`config.mk`:
```
export PLATFORM = sky130hd
export DESIGN_NAME = sprv_cfg_regs
export DESIGN_NICKNAME = d
export VERILOG_FILES = /design/src/hw/rtl/sprv_pkg.sv /design/src/hw/rtl/sprv_cfg_regs.sv
export SDC_FILE = /design/constraint.sdc
export NUM_CORES = 1
export LEC_CHECK = 0
export BUFFER_PORTS_ARGS = -buffer_cell sky130_fd_sc_hd__clkbuf_2
export CELL_PAD_IN_SITES_DETAIL_PLACEMENT = 2
export CELL_PAD_IN_SITES_GLOBAL_PLACEMENT = 2
export CORE_MARGIN = 2
export CORE_UTILIZATION = 43
export CTS_BUF_LIST = sky130_fd_sc_hd__clkbuf_4 sky130_fd_sc_hd__clkbuf_8
export CTS_CLUSTER_SIZE = 20
export DETAILED_ROUTE_END_ITERATION = 8
export GPL_TIMING_DRIVEN = 0
export PLACE_DENSITY_LB_ADDON = 0.12
export RECOVER_POWER = 100
export SLEW_MARGIN = 20
export SYNTH_ARGS = -nofsm -noshare
export SYNTH_HDL_FRONTEND = slang
export SYNTH_SLANG_ARGS = --single-unit
```
`constraint.sdc`:
```
create_clock -name clk -period 20.5 [get_ports clk]
set_input_delay 4.1 -clock clk [delete_from_list [all_inputs] [get_ports clk]]
set_output_delay 4.1 -clock clk [all_outputs]
set_load 0.03 [all_outputs]
```
`src/hw/rtl/sprv_pkg.sv`:
```
// Shared types, constants and helper functions for the stereo pan reverb block.
package sprv_pkg;

  // Sample format (signed Q1.15)
  localparam int SAMPLE_BITS = 16;
  typedef logic signed [SAMPLE_BITS-1:0] sample_t;

  // Payload of one input transfer and one output transfer
  typedef struct packed {
    sample_t sample_left;
    sample_t sample_right;
  } in_t;

  typedef struct packed {
    sample_t out_left;
    sample_t out_right;
  } out_t;

  // Configuration port
  localparam int CFG_ADDR_BITS = 5;
  localparam int CFG_DATA_BITS = 32;

  typedef enum logic [2:0] {
    REG_GAIN_L    = 3'd0,
    REG_GAIN_R    = 3'd1,
    REG_REVERB_ON = 3'd2,
    REG_ROOM      = 3'd3,
    REG_FEEDBACK  = 3'd4,
    REG_WET_GAIN  = 3'd5
  } reg_idx_t;

  localparam logic [15:0] GAIN_L_RST    = 16'd23170;
  localparam logic [15:0] GAIN_R_RST    = 16'd23170;
  localparam logic [15:0] ROOM_RST      = 16'd16384;
  localparam logic [14:0] FEEDBACK_RST  = 15'd11469;
  localparam logic [15:0] WET_GAIN_RST  = 16'd9830;

  // Q1.15 unity, also the clamp for room size and wet mix
  localparam logic [16:0] UNITY = 17'd32768;

  // Tap delay scaling: scale = SCALE_OFFSET + (SCALE_SPAN * room) >> 15, Q1.16
  localparam int SCALE_BITS = 17;
  localparam logic [SCALE_BITS-1:0] SCALE_OFFSET = 17'd19661;
  localparam logic [15:0]           SCALE_SPAN   = 16'd45875;
  localparam logic [SCALE_BITS-1:0] SCALE_RST    = 17'd42598;

  // Four taps per channel
  localparam int NUM_TAPS   = 4;
  localparam int TAP_BITS   = 2;
  localparam int DELAY_BITS = 11;
  localparam logic [NUM_TAPS-1:0][DELAY_BITS-1:0] TAP_BASE =
    {11'd1777, 11'd1511, 11'd1283, 11'd1087};

  // Right channel reads this many samples further back
  localparam logic [DELAY_BITS-1:0] RIGHT_EXTRA = 11'd23;

  // Wide intermediate width for mix sums
  localparam int WIDE_BITS = 36;
  localparam logic signed [WIDE_BITS-1:0] SAMPLE_HI =
    WIDE_BITS'((64'sd1 <<< (SAMPLE_BITS - 1)) - 64'sd1);
  localparam logic signed [WIDE_BITS-1:0] SAMPLE_LO = -SAMPLE_HI - 36'sd1;

  // Sequencer states
  typedef enum logic [2:0] {
    ST_CLEAR,
    ST_IDLE,
    ST_READ,
    ST_LAST,
    ST_MUL,
    ST_FIN
  } state_t;

  // Stage enables from the sequencer to each channel datapath
  typedef struct packed {
    logic gain_en;
    logic dry_en;
    logic acc_clr;
    logic acc_en;
    logic mul_en;
  } mix_ctl_t;

  // Configuration values used by the datapath
  typedef struct packed {
    logic [15:0] gain_l;
    logic [15:0] gain_r;
    logic        reverb_on;
    logic [14:0] feedback_gain;
    logic [15:0] wet_gain;
  } cfg_t;

  // Saturate a wide signed value to the sample range
  function automatic sample_t sat_sample(input logic signed [WIDE_BITS-1:0] v);
    sample_t r;
    if (v > SAMPLE_HI) begin
      r = SAMPLE_HI[SAMPLE_BITS-1:0];
    end else if (v < SAMPLE_LO) begin
      r = SAMPLE_LO[SAMPLE_BITS-1:0];
    end else begin
      r = v[SAMPLE_BITS-1:0];
    end
    return r;
  endfunction

endpackage

```
`src/hw/rtl/sprv_cfg_regs.sv`:
```
// APB register file and tap delay computation.
module sprv_cfg_regs (
  input  logic                                   clk,
  input  logic                                   rst,
  input  logic                                   psel,
  input  logic                                   penable,
  input  logic                                   pwrite,
  input  logic [sprv_pkg::CFG_ADDR_BITS-1:0]     paddr,
  input  logic [sprv_pkg::CFG_DATA_BITS-1:0]     pwdata,
  output logic [sprv_pkg::CFG_DATA_BITS-1:0]     prdata,
  output logic                                   pready,
  output sprv_pkg::cfg_t                         cfg,
  output logic [sprv_pkg::NUM_TAPS-1:0][sprv_pkg::DELAY_BITS-1:0] tap_delays
);
  import sprv_pkg::*;

  logic [15:0]           room;
  logic [SCALE_BITS-1:0] scale;
  logic                  wr;
  reg_idx_t              idx;
  logic [16:0]           room_c;
  logic [31:0]           room_prod;
  logic [SCALE_BITS-1:0] scale_new;
  logic [27:0]           tap_prod [NUM_TAPS];

  assign pready = 1'b1;
  assign wr     = psel && penable && pwrite;
  assign idx    = reg_idx_t'(paddr[CFG_ADDR_BITS-1:2]);

  // Clamped room size to scale factor
  always_comb begin
    room_c    = (pwdata[15:0] > UNITY[15:0] && pwdata[15]) ? UNITY : {1'b0, pwdata[15:0]};
    room_prod = 32'(room_c) * 32'(SCALE_SPAN);
    scale_new = SCALE_OFFSET + room_prod[31:15];
  end

  // Register writes
  always_ff @(posedge clk) begin
    if (rst) begin
      cfg.gain_l        <= GAIN_L_RST;
      cfg.gain_r        <= GAIN_R_RST;
      cfg.reverb_on     <= 1'b0;
      cfg.feedback_gain <= FEEDBACK_RST;
      cfg.wet_gain      <= WET_GAIN_RST;
      room              <= ROOM_RST;
      scale             <= SCALE_RST;
    end else if (wr) begin
      case (idx)
        REG_GAIN_L:     cfg.gain_l        <= pwdata[15:0];
        REG_GAIN_R:     cfg.gain_r        <= pwdata[15:0];
        REG_REVERB_ON:  cfg.reverb_on     <= pwdata[0];
        REG_ROOM: begin
          room  <= pwdata[15:0];
          scale <= scale_new;
        end
        REG_FEEDBACK:   cfg.feedback_gain <= pwdata[14:0];
        REG_WET_GAIN:   cfg.wet_gain      <= pwdata[15:0];
        default: ;
      endcase
    end
  end

  // Tap delays are registered from the scale and follow it in the next cycle
  always_comb begin
    for (int d = 0; d < NUM_TAPS; d++) begin
      tap_prod[d] = 28'(TAP_BASE[d]) * 28'(scale);
    end
  end

  always_ff @(posedge clk) begin
    for (int d = 0; d < NUM_TAPS; d++) begin
      tap_delays[d] <= tap_prod[d][26:16];
    end
  end

  // Read back
  always_comb begin
    case (idx)
      REG_GAIN_L:     prdata = 32'(cfg.gain_l);
      REG_GAIN_R:     prdata = 32'(cfg.gain_r);
      REG_REVERB_ON:  prdata = 32'(cfg.reverb_on);
      REG_ROOM:       prdata = 32'(room);
      REG_FEEDBACK:   prdata = 32'(cfg.feedback_gain);
      REG_WET_GAIN:   prdata = 32'(cfg.wet_gain);
      default:        prdata = '0;
    endcase
  end

endmodule

```
### Word-level counts from Yosys, hierarchy flattened

Index checks and enable logic that the tools add are counted.

| storage, ports and cells | value |
|---|---|
| output and inout bits | 141 |
| latch bits | 0 |
| memories | 0 |
| bits in writable memories | 0 |
| register bits | 141 |
| memory bits (read-only) | 0 |
| input port bits | 42 |

| cells by class | value |
|---|---|
| div/mod/pow operators | 0 |
| shift-type cells | 0 |
| $add $sub $neg | 1 |
| multiplexer cells | 2 |
| order comparisons | 1 |
| bitwise operators | 0 |
| reductions and logical operators | 10 |
| multiply operators | 5 |
| eq/ne operators | 5 |

Operator list:

| kind | number |
|---|---|
| multiplier 11 x 17 -> 27 bit, first input constant | 4 |
| one-hot mux 16 bit (6 select lines) | 1 |
| multiplier 16 x 16 -> 32 bit, second input constant | 1 |
| adder 15 x 17 -> 17 bit, first input constant | 1 |
| greater-than comparator 16 bit, second input constant | 1 |
| 2-to-1 mux 16 bit | 1 |
| AND reduction 2 bit | 6 |
| equality test 3 x 2 -> 1 bit, second input constant | 2 |
| equality test 3 bit, second input constant | 2 |
| equality test 3 x 1 -> 1 bit, second input constant | 1 |
| logical AND 1 bit | 3 |
| logical NOT 3 bit | 1 |

### Depth between registers and ports, before layout

| logic depth | value |
|---|---|
| word-level depth | 5 |
| depth in mapped cells | 28 |

### Least setup slack after synthesis

OpenSTA, ideal clock, no wires.

| timing | value |
|---|---|
| path kind | in2reg |
| start point | in pwdata[14] (netlist name) |
| end point | reg scale[9] |
| stages on the path | 26 |
| data arrival time | 11.123 ns |
| slack | 9.255 ns |
| buffers on the path | 2 |
| setup time | 0.122 ns |
| path through | clkbuf_1 -> nor4_1 -> a41oi_1 -> nor2b_1 -> ha_1 -> fa_1 -> inv_1 -> fa_1 -> inv_1 -> fa_1 -> fa_1 -> inv_1 -> fa_1 -> inv_1 -> ha_1 -> buf_2 -> a21o_1 -> a31o_2 -> or2_2 -> or4_4 -> a21oi_1 -> o21ai_1 -> o21bai_2 -> maj3_2 -> o311a_1 -> a221o_1 |

| on the way | value |
|---|---|
| word-level cells in the longest chain between the ends | 5 |

Ends and longest elaborated chain:

| element | RTL line | text |
|---|---|---|
| start: declaration | sprv_cfg_regs.sv:9 | `input logic [sprv_pkg::CFG_DATA_BITS-1:0] pwdata,` |
| greater-than comparator 16 bit | sprv_cfg_regs.sv:32 | `room_c = (pwdata[15:0] > UNITY[15:0] && pwdata[15]) ? UNITY : {1'b0, pwdata[15:0]};` |
| logical AND 1 bit | sprv_cfg_regs.sv:32 |  |
| 2-to-1 mux 16 bit (*) | sprv_cfg_regs.sv:32 |  |
| multiplier 16 x 16 -> 32 bit (*) | sprv_cfg_regs.sv:33 | `room_prod = 32'(room_c) * 32'(SCALE_SPAN);` |
| adder 15 x 17 -> 17 bit (*) | sprv_cfg_regs.sv:34 | `scale_new = SCALE_OFFSET + room_prod[31:15];` |
| end signal: assignment | sprv_cfg_regs.sv:54 | `scale <= scale_new;` |
| end: declaration | sprv_cfg_regs.sv:18 | `logic [SCALE_BITS-1:0] scale;` |

Mark *: on every way between the ends. The rest lies on a longest branch, timed or not.
A chain may end at the register's enable or synchronous reset.

### Worst setup path in the final report

| timing | value |
|---|---|
| start point | in pwdata[14] (netlist name) |
| end point | reg scale[16] |

Same word-level chain as after synthesis.

==> results.yml <==
timing:
  post-route-period-util: 0.628
  relSlewSlack: 0.224
  fin_tns_setup_ps: 0
  worst_slack_ps: 7630
  fin_skew_ps: 19.2
  hold_violations: 0
  maxClockFrequency_mhz: 77.7
  setup_viol: 0
  worst_pin_slew_ps: 1150
  min_period_ps: 12870
  final_max_slew_viol_count: 0
  rsz0062_at_grt: "no"
drt:
  vias_per_cell: 5.44
  drc: 0
  drt_iter0_drc: 587
  first_pass_iters: 5
  wire_per_inst_um: 23.5
  drt_wl_total_mm: 72.2
  drtAntennaViolNets: 0
  vias: 16700
pwr:
  pwr_density_cell_nw_per_um2: 134
  p_comb_frac: 0.804
  power_switching_share: 0.542
  seq_power_share: 0.114
  p_total_mw: 3.06
  p_sw_mw: 1.66
  peakVddDrop_uv: 68.0
  clkPwrFrac: 0.081
  p_leak_nw: 11.6
  power.internal_mw: 1.40
synthesis:
  async_flop_share: 0
  synth.distinct_cells: 79
  syn_inst: 2219
  synth-edff-count: 0
  synthFlopType: "dfxtp_1"
  avgSynthCellArea_um2: 9.51
  netlist_area_um2: 21100
  yosys_register_bits: 141
  yosys_warnings: 0
  ys_seq_area_frac: 0.134
global_routing:
  gr-total-overflow: 0
  antenna_found_initial: 0
  grt_use_total: 0.293
  grt_pass1_wl_mm: 113
  first_global_vias: 20000
  grt_max_degree: 19
min_path:
  hold_path_class: "flop to flop"
  min_from: "room[10]"
  min_path_cells: 2
  holdPathEnd: "room[10]"
critical_path:
  cp_top_family: "adder cells"
  crit_path_frequent_cell: "fa_1"
  critPathCaptureType: "flop"
  critical_path.max_stage_delay_ps: 960
  r2r_end: "tap_delays[43]"
  reg2reg_slack_ps: 14040
  rr_worst_depth: 16
  critical_path_peak_fanout: 10
  crit_slowest_cell: "nor2b_1"
  criticalPathCategory: "input pin to flop"
  r2r-start: "scale[6]"
  crit_buf_inv: 6
  start_kind: "input pin"
  required_ps: 20910
  arrival_ps: 13280
clock_network:
  root_buffer: "clkbuf_8"
  ctsHoldBuffers: 0
  insertion_delay_ps: 510
  cts_sinks: 141
  cts_tree: "done"
  clock_path_buffers: 2
  postCtsSetupBuffers: 0
  cts.repair.resized: 0
  cts_buffers: 17
  clkTransAtPathRegs_ps: 90
  htreeDepth: 4
finish:
  layout.nets: 3173
  area_delta_synth_final_pct: 8.63
  antenna_cells: 0
  drive_gt1_frac: 0.0456
  layout_common_cells: "inv_1, ha_1, fa_1, nand2_1, clkbuf_1"
die:
  io_pins: 183
  core_area_um2: 48700
  dieArea_um2: 50900
  die_h_um: 226
  start_util: 0.433
  num_rows: 81
  die_x_um: 226
placement:
  dp_hpwl_mm: 60.7
  portBuffers: 144
  dpl_worst_slack_ps: 7640
  gp_congestion: 0.843
outcome:
  outcome: "finished clean"
run:
  max_cap_violations: 0
## worst max path at each step
stage	start	to	depth (start not counted)
floorplan	pwdata[14]	scale[9]	26
global placement	pwdata[14]	scale[15]	25
detailed placement	pwdata[14]	scale[15]	25
CTS	pwdata[0]	scale[15]	25
global route	pwdata[0]	scale[16]	25
finish	pwdata[14]	scale[16]	25
## cell families (layout without fill, tap and decap cells)
group	count (synthesis)	in the layout	synth area share
AOI/OAI and AO/OA	283	283	0.0903
muxes	36	36	0.0211
DFF	141	141	0.134
and+or+nand+nor	444	444	0.0974
xor gates and xnor gates	64	64	0.0269
buffers and inverters	516	691	0.0949
other	2	19	0.000356
adders and majority gates	733	733	0.535
## metal layers
metal,share of wire,GRT usage,routed length [um]
met5,0,0,0
met4,0.039,0.111,2790
met3,0.022,0.0294,1600
met2,0.55,0.573,39700
met1,0.39,0.323,28200
## worst min-delay path, delay by kind of cell, from the launching register on
family / cells / cell delay, ps
DFF: 1 / 320
AOI/OAI and AO/OA: 1 / 50
and+or+nand+nor: 1 / 50
## per-stage QoR
step | std cells | hold slack (ps) | utilization | area (um2)
finish | 3075 | 468 | 0.470 | 22900
global route | 3075 | 505 | 0.470 | 22900
CTS | 3075 | 470 | 0.475 | 23100
detailed placement | 3044 | 457 | 0.466 | 22700
global placement | 3044 | 446 | 0.466 | 22700
floorplan | 2236 | 436 | - | 21200
## cell usage after synthesis, types with 8 or more instances
cell | number | area (um2)
clkbuf_1 | 46 | 173
nor2_1 | 73 | 274
and3_1 | 11 | 68.8
o21ai_0 | 37 | 185
nand2_1 | 188 | 706
a211oi_1 | 10 | 75.1
nor2b_1 | 24 | 150
xor2_1 | 20 | 175
inv_1 | 448 | 1680
fa_1 | 284 | 5690
nor3_1 | 29 | 145
o21a_1 | 9 | 67.6
a21o_1 | 22 | 165
ha_1 | 448 | 5610
a31oi_1 | 9 | 56.3
buf_4 | 17 | 128
or3_1 | 14 | 87.6
a22oi_1 | 15 | 113
xnor2_1 | 43 | 377
o211ai_1 | 12 | 90.1
mux2i_1 | 22 | 220
nand3_1 | 56 | 280
o22ai_1 | 9 | 56.3
dfxtp_1 | 141 | 2820
and2_1 | 9 | 56.3
mux2_2 | 8 | 90.1
a21oi_1 | 99 | 495
## power groups by stage
stage               Combinational, mW  Sequential [mW]  Clock, mW
global placement                 2.34            0.357          0
CTS                              2.57            0.351      0.253
detailed placement               2.54            0.358          0
floorplan                        1.74            0.424          0
finish                           2.47            0.350      0.249
global route                     2.76            0.354      0.265
## sequential cells by signal (all words and copies together) (netlist names)
| name | flops |
|---|---|
| tap_delays | 44 |
| cfg | 64 |
| scale | 17 |
| room | 16 |
## cell type report
cell class | count | area [um2]
Clock buffer | 17 | 234
Fill cell | 5369 | 25800
Inverter | 449 | 1690
Sequential cell | 141 | 2830
Multi-Input combinational cell | 1579 | 16300
Tap cell | 664 | 831
Buffer | 67 | 317
Timing Repair Buffer | 144 | 566
Clock inverter | 14 | 175
Note: power is estimated with default switching activity, not from simulation.
